$ cat src/rtl/ptc_pkg.sv
// Package for the pressure/temperature compensation block.
// Holds field widths, calibration register codes, fixed-point constants and
// the pipeline control struct. No dependencies.
package ptc_pkg;

  // Field widths of the input and result beats.
  localparam int RAW_W   = 24;
  localparam int CAL_W   = 16;
  localparam int TEMP_W  = 20;
  localparam int PRESS_W = 22;

  // Configuration port.
  localparam int CFG_IDX_W = 3;

  typedef enum logic [CFG_IDX_W-1:0] {
    REG_C1_SENS     = 3'd0,
    REG_C2_OFFSET   = 3'd1,
    REG_C3_TCS      = 3'd2,
    REG_C4_TCO      = 3'd3,
    REG_C5_TREF     = 3'd4,
    REG_C6_TEMPSENS = 3'd5
  } cfg_reg_t;

  // Pipeline depth: one register stage per entry.
  localparam int PTC_STAGES = 12;

  // Fixed-point constants.
  localparam logic signed [TEMP_W-1:0] TEMP_BASE = 20'sd2000;
  localparam logic [16:0]              TI_MAX    = 17'd98304;
  localparam logic [PRESS_W-1:0]       P_MAX     = 22'h3FFFFF;
  // Pressure beyond the range once divided by ten: 10 * 2^22.
  localparam logic [25:0]              P_SAT_Z   = 26'd41943040;
  // ceil(2^30 / 10); exact quotient for any 26-bit dividend.
  localparam logic [26:0]              RECIP10   = 27'd107374183;

  // Per-stage load enables and valid flags from the pipeline controller.
  typedef struct packed {
    logic [PTC_STAGES-1:0] en;
    logic [PTC_STAGES-1:0] valid;
  } ptc_pipe_t;

endpackage

$ cat src/rtl/ptc_pipe_ctrl.sv
// Valid/ready control for the compensation pipeline.
// Each stage loads when it is empty or when the stage after it moves on,
// so bubbles collapse and a stalled output holds the full stages ahead of any gap.
// Depends on ptc_pkg.
module ptc_pipe_ctrl import ptc_pkg::*; (
  input  logic      clk,
  input  logic      rst,
  input  logic      in_valid,
  output logic      in_ready,
  input  logic      out_ready,
  output ptc_pipe_t pipe
);

  localparam int LAST = PTC_STAGES - 1;

  logic [PTC_STAGES-1:0] valid;
  logic [PTC_STAGES-1:0] valid_next;
  logic [PTC_STAGES-1:0] en;

  // Load enables ripple back from the output.
  always_comb begin
    en[LAST] = !valid[LAST] || out_ready;
    for (int k = LAST - 1; k >= 0; k--) begin
      en[k] = !valid[k] || en[k+1];
    end
  end

  // Valid flags follow the data one stage per load.
  always_comb begin
    for (int k = 0; k < PTC_STAGES; k++) begin
      if (!en[k]) begin
        valid_next[k] = valid[k];
      end else if (k == 0) begin
        valid_next[k] = in_valid;
      end else begin
        valid_next[k] = valid[k-1];
      end
    end
  end

  always_ff @(posedge clk) begin
    if (rst) begin
      valid <= '0;
    end else begin
      valid <= valid_next;
    end
  end

  assign in_ready   = en[0];
  assign pipe.en    = en;
  assign pipe.valid = valid;

endmodule

$ cat config.mk
export PLATFORM = sky130hd
export DESIGN_NAME = ptc_pipe_ctrl
export DESIGN_NICKNAME = d
export VERILOG_FILES = /design/src/rtl/ptc_pkg.sv /design/src/rtl/ptc_pipe_ctrl.sv
export SDC_FILE = /design/constraint.sdc
export NUM_CORES = 1
export LEC_CHECK = 0
export BUFFER_PORTS_ARGS = -buffer_cell sky130_fd_sc_hd__buf_2
export CORE_AREA = 2 2 39 41
export CTS_CLUSTER_SIZE = 40
export DETAILED_ROUTE_END_ITERATION = 8
export DIE_AREA = 0 0 41 43
export GPL_TIMING_DRIVEN = 1
export PLACE_DENSITY = 0.68
export REMOVE_ABC_BUFFERS = 1
export SLEW_MARGIN = 10
export SYNTH_ARGS = -nofsm -noshare
export SYNTH_HDL_FRONTEND = slang
export SYNTH_SLANG_ARGS = --single-unit
$ cat constraint.sdc
create_clock -name clk -period 1.9 [get_ports clk]
set_input_delay 0.38 -clock clk [delete_from_list [all_inputs] [get_ports clk]]
set_output_delay 0.38 -clock clk [all_outputs]
set_load 0.02 [all_outputs]
Word level (Yosys, flattened, before mapping)
Index checks and enable logic that the tools add are counted.
{ "totals": {"latch_bits": 0, "out_inout_bits": 25, "ramBits": 0, "mem_bits_ro": 0, "register_bits": 12, "inputBits": 4, "memories": 0} }
{ "op_classes": {"addsub": 0, "div_mod_pow": 0, "n_reduce_logical": 24, "n_mul": 0, "n_lt_le_gt_ge": 0, "n_mux": 0, "shifts": 0, "n_bitwise": 0, "n_eq_ne": 0} }
{ "ops": {"columns": ["op", "count"], "rows": [
  ["$logic_not 1->1", 12],
  ["$logic_or 1x1->1", 12]
]} }

Depth between registers and ports, before layout
Gate-level depths: netlist of the first run.
{ "depth": {"ltp_word": 13, "mapped_depth": 4, "depth_no_buf": 4} }

Worst setup path before layout of the first run
OpenSTA, ideal clock, no wires.
{ "synth_timing": {"path_type": "flip-flop to output port", "from": "register valid[10]", "to": "output pipe[12] in the netlist's numbering", "stages_incl_launch_ff": 5, "path_slack_ns": -0.183, "t_arrival_ns": 1.703, "path_cell_list": "dfxtp_1 > nand4b_4 > nor4b_4 > nand4_1 > buf_4"} }
{ "synth_rtl": {"columns": ["element", "line_no", "source"], "rows": [
  ["from (decl)", "ptc_pipe_ctrl.sv:16", "logic [PTC_STAGES-1:0] valid;"],
  ["from (signal assigned)", "ptc_pipe_ctrl.sv:45", "valid <= valid_next;"],
  ["to (decl)", "ptc_pipe_ctrl.sv:11", "output ptc_pipe_t pipe"]
]} }

Worst setup path in the final report of the first run
{ "layout_timing": {"from": "register valid[6]", "to": "output in_ready"} }
{ "layout_between": {"elab_chain_len": 8} }
{ "layout_rtl": {"columns": ["element", "line_no", "source"], "rows": [
  ["$logic_not 1->1", "ptc_pipe_ctrl.sv:24", "en[k] = !valid[k] || en[k+1];"],
  ["$logic_or 1x1->1 (7 in a row)", "ptc_pipe_ctrl.sv:24", null],
  ["to (decl)", "ptc_pipe_ctrl.sv:9", "output logic in_ready,"]
]} }
No other way between the ends.

==> results of run 1 <==
==> synthesized netlist by cell type, drive strengths merged <==
master	count
nand4	1
nand4b	1
a21oi	9
clkbuf	1
nor2	9
dfxtp	12
nor4b	1
nand2	6
inv	11
buf	1
nor2b	1
and3	1
nand3	2
==> power by group through the flow <==
| stage | sequential, mW | clock [mW] | combinational [mW] |
|---|---|---|---|
| finish | 0.254 | 0.194 | 0.0188 |
| global route | 0.255 | 0.216 | 0.0208 |
| CTS | 0.256 | 0.208 | 0.0193 |
| detailed placement | 0.263 | 0 | 0.0193 |
| global placement | 0.263 | 0 | 0.0188 |
| floorplan | 0.267 | 0 | 0.00420 |
==> logic make-up (layout without fill, tap and decap cells) <==
logic type,Yosys count,in the layout,synth area share [%]
simple gates,22,22,28.2
buf+inv,13,47,11.2
flops,12,12,51.1
compound gates,9,9,9.57
==> per-stage QoR <==
step / utilization (%) / area [sq um]
2_1_floorplan: - / 459
3_3_place_gp: 45.3 / 627
3_5_place_dp: 45.3 / 627
4_1_cts: 49.8 / 689
5_1_grt: 51.6 / 714
6_report: 51.6 / 714
==> timing repair <==
item                       in CTS  in global routing
cloned                          0                  0
resized for setup               7                  7
pin swaps                       2                  4
setup endpoints to repair       4                  8
setup buffers                   2                  1
==> cells in the final DEF, fill, tap and decap left out, types with 2 or more instances in the layout <==
master / n
sky130_fd_sc_hd__clkbuf_4: 3
sky130_fd_sc_hd__nor2_1: 8
sky130_fd_sc_hd__buf_4: 5
sky130_fd_sc_hd__inv_1: 10
sky130_fd_sc_hd__nand2_1: 6
sky130_fd_sc_hd__dfxtp_4: 2
sky130_fd_sc_hd__dfxtp_1: 6
sky130_fd_sc_hd__dfxtp_2: 4
sky130_fd_sc_hd__nand3_1: 2
sky130_fd_sc_hd__buf_2: 26
sky130_fd_sc_hd__a21oi_1: 9
==> how the worst max path moves through the flow <==
stage	start	endpoint	slack (ns)	depth (start not counted)
6_report	valid[6]$_SDFFE_PP0P_	in_ready	0.08	4
5_1_grt	valid[11]$_SDFFE_PP0P_	pipe[15]	-0.02	5
4_1_cts	valid[9]$_SDFFE_PP0P_	pipe[15]	0.0008	5
3_5_place_dp	out_ready	pipe[15]	0.14	6
3_3_place_gp	out_ready	pipe[15]	0.16	6
2_1_floorplan	valid[10]$_SDFFE_PP0P_	in_ready	-0.06	3
==> final cells by class <==
type                    instances  area (sq um)
fillers                       146           669
multi-input cells              31           185
inverters                      11          41.3
flip-flops and latches         12           253
well taps                      16          20.0
repair buffers                 32           179
clock buffers                   4          36.3
==> critical path, cell delays in order, from the launching register on <==
cell                      delay [ns]
sky130_fd_sc_hd__dfxtp_2        0.35
sky130_fd_sc_hd__and3_4         0.18
sky130_fd_sc_hd__nor4b_4        0.26
sky130_fd_sc_hd__nand4_1        0.19
sky130_fd_sc_hd__buf_2          0.20
==> metal layers <==
layer  GRT usage (%)  part of all wire, %
met2            19.4                   46
met4            6.00                 0.91
met5               0                    0
met1            12.5                   42
met3            3.66                   11
==> out/qor.yml, run 1 <==
setup_path:
  worst_r2r_path_depth: 4
  cp.arrival_ns: 1.44
  worst_setup_path_start_kind: "register"
  timing.rr.end: "valid[0]$_SDFFE_PP0P_"
  worst_setup_path_end_kind: "primary output"
  flop_to_flop_setup_slack_ns: 0.69
  launching_point_of_the_worst_reg2reg_path: "valid[6]$_SDFFE_PP0P_"
  critPathKind: "reg2out"
  worst_ep_required_time_ns: 1.52
  crit_fanout: 4
global_route:
  antenna_found_initial: 0
  grt_remaining_overflow: 0
  grt_usage_pct: 11.7
  grt_start_max_net_pins: 13
  first_global_vias: 367
  grt_pass1_wl_mm: 1.40
detailed_routing:
  detailroute.via_count: 466
  drt_pre_antenna_iters: 4
  drtAntennaViolNets: 0
  vias_per_cell: 4.40
  post-route-drc-count: 0
  initial_drc_count: 1
  routed_wl_um: 989
  wire_length_per_cell_um: 9.33
clock_tree:
  total_number_of_h_tree_levels: 1
  max-clock-path-buffers: 2
  cts_hold_buffers: 0
  cts_tree: "done"
  clock_sink_count: 12
  clock_latency_on_the_worst_skew_pair_ns: 0.26
  cts_root_buf: "sky130_fd_sc_hd__clkbuf_4"
  cts_buffers: 3
  path_clk_slew_ns: 0.07
power_and_ir_drop:
  internal_power_mw: 0.375
  switching_share_pct: 19.8
  post-layout-total-power_mw: 0.468
  pwr-share-seq_pct: 54.4
  static-leakage-power_nw: 0.364
  combinationalPowerShare_pct: 4.0
  power.share.clock_pct: 41.6
  power.switching_mw: 0.0925
  power.density_cell_area_nw_per_um2: 655
  power.ir.vdd_worst_uv: 322
synthesis:
  syn_area_sq_um: 470
  synth_largest_type_area_fraction_pct: 51.1
  post-synth-top-area-cell: "sky130_fd_sc_hd__dfxtp_1"
  syn-instance-count: 56
  number_of_storage_elements_in_the_synthesis_netlist: 12
  netlist-cell-type-count: 13
  synthesis.yosys.warnings: 0
  synth.avg_cell_area_sq_um: 8.40
  synth_top_cells_by_area: "sky130_fd_sc_hd__dfxtp_1, sky130_fd_sc_hd__a21oi_1, sky130_fd_sc_hd__inv_1"
  ys_seq_area_share_pct: 51.1
final_layout:
  layout-drive-gt1-share_pct: 52.2
  area_grow_syn2layout_pct: 51.9
  leading_registers_by_flop_count: "valid (12)"
  regMostFlops: "valid"
  finalNonFillerCells: 106
  insertedDiodeCount: 0
  layout.nets: 95
  max_reg_flops: 12
floorplan:
  floorplan.core_area_sq_um: 1380
  standard_cell_rows: 14
  die_y_um: 43
  initial_utilization_pct: 34.0
  io_pins: 29
  die_area_sq_um: 1760
  dieWidth_um: 41
placed_design:
  dp_slack_ns: 0.136
  io_buffer_count: 28
  dp.cells: 99
  detailedPlacementHpwl_um: 749
  routabilityCongestion: 0.654
run:
  drv_cap: 0
timing:
  relative_max_transition_margin_pct: 81.2
  final_max_slew_viol_count: 0
  layout_setup_ws_ns: 0.0789
  final_hold_violating_endpoints: 0
  fin_crit_ns: 1.82
  fmax_mhz: 549
  setup_tns_after_final_layout_ns: 0
  setup_viol: 0
  finalHoldWorstSlack_ns: 0.343
  post-route-period-util_pct: 95.8
  worst_clock_skew_ns: 0.00454
  grt_setup_unrepaired: "true"
  worst_pin_slew_ns: 0.281
min_path:
  holdCritStartpoint: "in_valid"
  min_delay_worst_endpoint: "valid[0]$_SDFFE_PP0P_"
  cell_depth_of_the_worst_min_delay_path: 3
  min_path_type: "in2reg"
outcome:
  status: "completed"
Note: power is estimated with default switching activity, not from simulation.
==> inputs of run 2 (changes only) <==
==> constraint.sdc (replaced) <==
create_clock -name clk -period 1.9 [get_ports clk]
set_input_delay 0.38 -clock clk [delete_from_list [all_inputs] [get_ports clk]]
set_output_delay 0.38 -clock clk [all_outputs]
set_load 0.01 [all_outputs]
==> out/qor.yml, run 2 (synthesis gave the netlist of run 1 again) <==
clock_tree:
  clock_sink_count: 12  # unchanged
  total_number_of_h_tree_levels: 1  # unchanged
  max-clock-path-buffers: 2  # unchanged
  cts_root_buf: "sky130_fd_sc_hd__clkbuf_4"  # unchanged
  cts_tree: "done"  # unchanged
  cts_hold_buffers: 0  # unchanged
  cts_buffers: 3  # unchanged
  clock_latency_on_the_worst_skew_pair_ns: 0.26  # about the same
  path_clk_slew_ns: 0.07  # about the same
global_route:
  met3_track_utilization_from_global_routing_pct: 3.66  # unchanged
  grt_remaining_overflow: 0  # unchanged
  gr-max-usage-layer: "met2"  # unchanged
  grt_util_met2_pct: 18.8  # was 19.4%
  antenna_found_initial: 0  # unchanged
  grt_start_max_net_pins: 13  # unchanged
  grtUsageMet1_pct: 11.8  # was 12.5%
  grt_usage_pct: 11.3  # was 11.7%
  grt_pass1_wl_mm: 1.35  # was 1.40 mm
  first_global_vias: 349  # was 367
timing:
  fmax_mhz: 544  # was 549 MHz
  grt_setup_unrepaired: "true"  # unchanged
  fin_crit_ns: 1.84  # was 1.82 ns
  relative_max_transition_margin_pct: 79.3  # was 81.2%
  post-route-period-util_pct: 96.7  # was 95.8%
  setup_tns_after_final_layout_ns: 0  # unchanged
  final_hold_violating_endpoints: 0  # unchanged
  setup_viol: 0  # unchanged
  worst_clock_skew_ns: 0.00451  # was 0.00454 ns
  worst_pin_slew_ns: 0.309  # was 0.281 ns
  layout_setup_ws_ns: 0.0619  # was 0.0789 ns
  final_max_slew_viol_count: 0  # unchanged
floorplan:
  io_pins: 29  # unchanged
  die_area_sq_um: 1760  # unchanged
  floorplan.core_area_sq_um: 1380  # unchanged
  dieWidth_um: 41  # unchanged
  initial_utilization_pct: 34.0  # unchanged
  die_y_um: 43  # unchanged
  standard_cell_rows: 14  # unchanged
final_layout:
  area_grow_syn2layout_pct: 48.1  # was 51.9%
  leading_registers_by_flop_count: "valid (12)"  # unchanged
  insertedDiodeCount: 0  # unchanged
  layout.cells.most_common_list: "sky130_fd_sc_hd__buf_2, sky130_fd_sc_hd__inv_1, sky130_fd_sc_hd__nor2_1, sky130_fd_sc_hd__a21oi_1, sky130_fd_sc_hd__dfxtp_1"  # was sky130_fd_sc_hd__buf_2, sky130_fd_sc_hd__inv_1, sky130_fd_sc_hd__a21oi_1
  regMostFlops: "valid"  # unchanged
  finalCoreUtilization_pct: 50.4  # was 51.6%
  max_reg_flops: 12  # unchanged
  layout-drive-gt1-share_pct: 47.2  # was 52.2%
  mostFrequentLayoutCell: "sky130_fd_sc_hd__buf_2"  # unchanged
  layout.nets: 94  # was 95
setup_path:
  worst_setup_path_start_kind: "register"  # unchanged
  crit_fanout: 4  # unchanged
  launching_point_of_the_worst_reg2reg_path: "valid[9]$_SDFFE_PP0P_"  # was valid[6]$_SDFFE_PP0P_
  timing.rr.end: "valid[3]$_SDFFE_PP0P_"  # was valid[0]$_SDFFE_PP0P_
  critPathCapture: "pipe[12]"  # was in_ready
  worst_setup_path_end_kind: "primary output"  # unchanged
  worst_ep_required_time_ns: 1.52  # about the same
  critPathKind: "reg2out"  # unchanged
  cp-startpoint: "valid[9]$_SDFFE_PP0P_"  # was valid[6]$_SDFFE_PP0P_
  worst_r2r_path_depth: 6  # was 4
  flop_to_flop_setup_slack_ns: 0.59  # was 0.69 ns
  cp.arrival_ns: 1.46  # was 1.44 ns
power_and_ir_drop:
  static-leakage-power_nw: 0.360  # was 0.364 nW
  power.ir.vdd_worst_uv: 322  # about the same
  post-layout-total-power_mw: 0.465  # was 0.468 mW
  power.density_cell_area_nw_per_um2: 668  # was 655 nW/um^2
detailed_routing:
  wire_length_per_cell_um: 9.39  # was 9.33 um
  drt_pre_antenna_iters: 1  # was 4
  vias_per_cell: 4.42  # was 4.40
  detailroute.via_count: 464  # was 466
  initial_drc_count: 0  # was 1
  drtAntennaViolNets: 0  # unchanged
  post-route-drc-count: 0  # unchanged
  routed_wl_um: 986  # was 989 um
min_path:
  min_path_type: "in2reg"  # unchanged
placed_design:
  dp_slack_ns: 0.156  # was 0.136 ns
  io_buffer_count: 28  # unchanged
  detailedPlacementHpwl_um: 749  # about the same
  routabilityCongestion: 0.654  # about the same
outcome:
  status: "completed"  # unchanged
run:
  drv_cap: 0  # unchanged
==> run 2: worst min-delay path by stage <==
stage                           from  depth (start not counted)                    end  slack [ns]
3_3_place_gp   valid[5]$_SDFFE_PP0P_                          2  valid[6]$_SDFFE_PP0P_        0.45
6_report                    in_valid                          3  valid[0]$_SDFFE_PP0P_        0.34
5_1_grt                     in_valid                          3  valid[0]$_SDFFE_PP0P_        0.37
3_5_place_dp   valid[5]$_SDFFE_PP0P_                          2  valid[6]$_SDFFE_PP0P_        0.46
4_1_cts                     in_valid                          3  valid[0]$_SDFFE_PP0P_        0.33
2_1_floorplan                    rst                          1  valid[0]$_SDFFE_PP0P_        0.45
==> run 2: layout make-up <==
class                           count  area (sq um)
Tap cell                           16          20.0
Multi-Input combinational cell     31           180
Timing Repair Buffer               31           169
Sequential cell                    12           250
Fill cell                         148           687
Inverter                           11          41.3
Clock buffer                        4          36.3
==> run 2: stage by stage <==
step / std cells / area [sq um] / hold WS, ns
after floorplan: 54 / 459 / 0.449
after global placement: 99 / 627 / 0.446
after detailed placement: 99 / 627 / 0.458
after CTS: 103 / 664 / 0.332
after global routing: 105 / 697 / 0.367
final: 105 / 697 / 0.344
==> run 2: where the power goes <==
group	internal, mW	switching [mW]	total [mW]
combinational	0.00696	0.00921	0.0162
sequential	0.252	0.00265	0.254
clock	0.116	0.0785	0.195
total	0.375	0.0903	0.465
==> run 2: critical path, stage by stage, from the launching register on <==
cell and delay (ns):
sky130_fd_sc_hd__dfxtp_4 0.37, sky130_fd_sc_hd__nand4b_4 0.13, sky130_fd_sc_hd__nor4b_4 0.34, sky130_fd_sc_hd__nand4_1 0.18, sky130_fd_sc_hd__buf_2 0.17
==> run 2: layer usage <==
layer	share of wire [%]	vias up
met3	10	2
met5	0	-
met1	41	199
li1	-	242
met2	48	21
met4	0.91	0
==> run 2: what timing repair did <==
action,CTS,global route
setup endpoints to repair,4,5
gates cloned,0,0
pin swaps,0,3
buffers inserted,0,2
gates resized for setup,1,7
==> inputs of run 3 (changes only) <==
PLACE_DENSITY = 0.72   (was 0.68)
REMOVE_ABC_BUFFERS = unset   (was 1)
clock period = 2.37 ns   (was 1.9 ns; I/O delays follow)
==> out/qor.yml, run 3 (synthesis gave the netlist of run 1 again) <==
outcome:
  status: "completed"  # unchanged
final_layout:
  layout.nets: 91  # was 94
  finish.instance_area_sq_um: 656  # was 697 sq um
  max_reg_flops: 12  # unchanged
  layout.cells.most_common_list: "sky130_fd_sc_hd__buf_2, sky130_fd_sc_hd__dfxtp_1, sky130_fd_sc_hd__inv_1"  # was sky130_fd_sc_hd__buf_2, sky130_fd_sc_hd__inv_1, sky130_fd_sc_hd__nor2_1, sky130_fd_sc_hd__a21oi_1, sky130_fd_sc_hd__dfxtp_1
  regMostFlops: "valid"  # unchanged
  mostFrequentLayoutCell: "sky130_fd_sc_hd__buf_2"  # unchanged
  leading_registers_by_flop_count: "valid (12)"  # unchanged
  insertedDiodeCount: 0  # unchanged
  layout-drive-gt1-share_pct: 39.5  # was 47.2%
  area_grow_syn2layout_pct: 39.4  # was 48.1%
  fillCellCount: 139  # was 148
run:
  drv_cap: 0  # unchanged
global_route:
  grt_start_max_net_pins: 13  # unchanged
  grt_remaining_overflow: 0  # unchanged
  antenna_found_initial: 0  # unchanged
  grt_pass1_wl_mm: 1.52  # was 1.35 mm
  first_global_vias: 402  # was 349
  grt_usage_pct: 12.9  # was 11.3%
detailed_routing:
  initial_drc_count: 2  # was 0
  wire_length_per_cell_um: 10.7  # was 9.39 um
  routed_wl_mm: 1.09  # was 986 um
  vias_per_cell: 4.51  # was 4.42
  post-route-drc-count: 0  # unchanged
  drtAntennaViolNets: 0  # unchanged
  drt_pre_antenna_iters: 3  # was 1
  detailroute.via_count: 460  # was 464
power_and_ir_drop:
  power.ir.vdd_worst_uv: 250  # was 322 uV
  power.density_cell_area_nw_per_um2: 579  # was 668 nW/um^2
  static-leakage-power_nw: 0.336  # was 0.360 nW
  post-layout-total-power_mw: 0.380  # was 0.465 mW
floorplan:
  initial_utilization_pct: 34.0  # unchanged
  die_area_sq_um: 1760  # unchanged
  io_pins: 29  # unchanged
  standard_cell_rows: 14  # unchanged
  dieWidth_um: 41  # unchanged
  floorplan.core_area_sq_um: 1380  # unchanged
  die_y_um: 43  # unchanged
setup_path:
  path_cells: "nand4b_4 -> nor4b_4 -> nand4_1 -> buf_2"  # unchanged
  crit_family: "simple AND/OR/NAND/NOR gates"  # unchanged
  worst_setup_path_start_kind: "register"  # unchanged
  crit_fanout: 7  # was 4
  critPathKind: "reg2out"  # unchanged
  worst_ep_required_time_ns: 1.90  # was 1.52 ns
  worst_setup_path_end_kind: "primary output"  # unchanged
  cp.arrival_ns: 1.63  # was 1.46 ns
  cpMaxStageDelayCell: "sky130_fd_sc_hd__dfxtp_1"  # was sky130_fd_sc_hd__dfxtp_4
  crit_path_max_incr_delay_ns: 0.44  # was 0.37 ns
  cp.buffers_inverters: 1  # unchanged
timing:
  fmax_mhz: 476
  layout_setup_ws_ns: 0.269  # was 0.0619 ns
  setup_tns_after_final_layout_ns: 0  # unchanged
  worst_clock_skew_ns: 0.00192  # was 0.00451 ns
  grt_setup_unrepaired: "false"  # was true
  setup_viol: 0  # unchanged
  final_max_slew_viol_count: 0  # unchanged
  fin_crit_ns: 2.10
  relative_max_transition_margin_pct: 73.4  # was 79.3%
  worst_pin_slew_ns: 0.397  # was 0.309 ns
  final_hold_violating_endpoints: 0  # unchanged
  post-route-period-util_pct: 88.6
placed_design:
  routabilityCongestion: 0.710  # was 0.654
  dp_slack_ns: 0.355  # was 0.156 ns
  io_buffer_count: 28  # unchanged
  detailedPlacementHpwl_um: 851  # was 749 um
  placedInstanceArea_sq_um: 619  # was 627 sq um
clock_tree:
  clock_sink_count: 12  # unchanged
  cts_hold_buffers: 0  # unchanged
  path_clk_slew_ns: 0.08  # was 0.07 ns
  post_cts.resized_instances: 0  # was 1
  cts_buffers: 3  # unchanged
  total_number_of_h_tree_levels: 1  # unchanged
  setup_fix_bufs_post_cts: 0  # unchanged
  clock_latency_on_the_worst_skew_pair_ns: 0.27  # was 0.26 ns
  cts_root_buf: "sky130_fd_sc_hd__clkbuf_4"  # unchanged
  max-clock-path-buffers: 2  # unchanged
  cts_tree: "done"  # unchanged
min_path:
  min_path_type: "in2reg"  # unchanged
synthesis:
  mappedNetlistNets: 60
run 3: changes by cell type in the layout (fill, tap and decap cells not counted):
cell | before | now
sky130_fd_sc_hd__dfxtp_1 | 8 | 12
sky130_fd_sc_hd__buf_4 | 3 | 0
sky130_fd_sc_hd__dfxtp_2 | 2 | 0
sky130_fd_sc_hd__dfxtp_4 | 2 | 0
sky130_fd_sc_hd__buf_2 | 27 | 28
sky130_fd_sc_hd__buf_6 | 1 | 0
sky130_fd_sc_hd__nand2_1 | 5 | 6
sky130_fd_sc_hd__nand2_2 | 1 | 0
run 3: per-layer routing:
layer  track usage [%]  vias to the layer above  part of all wire [%]
met4              6.00                        0                     0
met5                 0                        -                     0
li1                  -                      237                     -
met2              24.1                       21                    51
met3              4.71                        0                   8.7
met1              10.8                      202                    40
run 3: worst register-to-register path: stages, from the launching register on:
cell and delay (ns):
sky130_fd_sc_hd__dfxtp_1 0.44, sky130_fd_sc_hd__nand4b_4 0.16, sky130_fd_sc_hd__nor4b_4 0.40, sky130_fd_sc_hd__nand4_1 0.18, sky130_fd_sc_hd__a21oi_1 0.16
run 3: per-stage QoR:
stage	hold WS, ns	utilization [%]	cells
finish	0.448	47.4	102
floorplan	0.477	-	56
global route	0.462	47.4	102
CTS	0.440	47.4	102
global placement	0.448	44.8	98
detailed placement	0.463	44.8	98
run 3: area by class of cell:
type / count / area, sq um / area share (%)
inverters: 11 / 41.3 / 6.30
well taps: 16 / 20.0 / 3.05
repair buffers: 28 / 140 / 21.4
flip-flops and latches: 12 / 240 / 36.6
clock buffers: 4 / 36.3 / 5.53
multi-input cells: 31 / 178 / 27.1
run 3: path summary, 6_finish.rpt:
check / startpoint / to / slack (ns) / cells past startpoint
worst min-delay path: in_valid / valid[0]$_SDFFE_PP0P_ / 0.45 / 3
worst max-delay path: valid[10]$_SDFFE_PP0P_ / in_ready / 0.27 / 4
worst max register to register: valid[10]$_SDFFE_PP0P_ / valid[0]$_SDFFE_PP0P_ / 0.96 / 4
worst min register to register: valid[5]$_SDFFE_PP0P_ / valid[6]$_SDFFE_PP0P_ / 0.47 / 2
run 3: power breakdown:
part           switching [mW]  total (mW)  internal (mW)
combinational         0.00782      0.0134        0.00561
sequential            0.00215       0.206          0.204
clock                  0.0666       0.160         0.0932
total                  0.0766       0.380          0.303
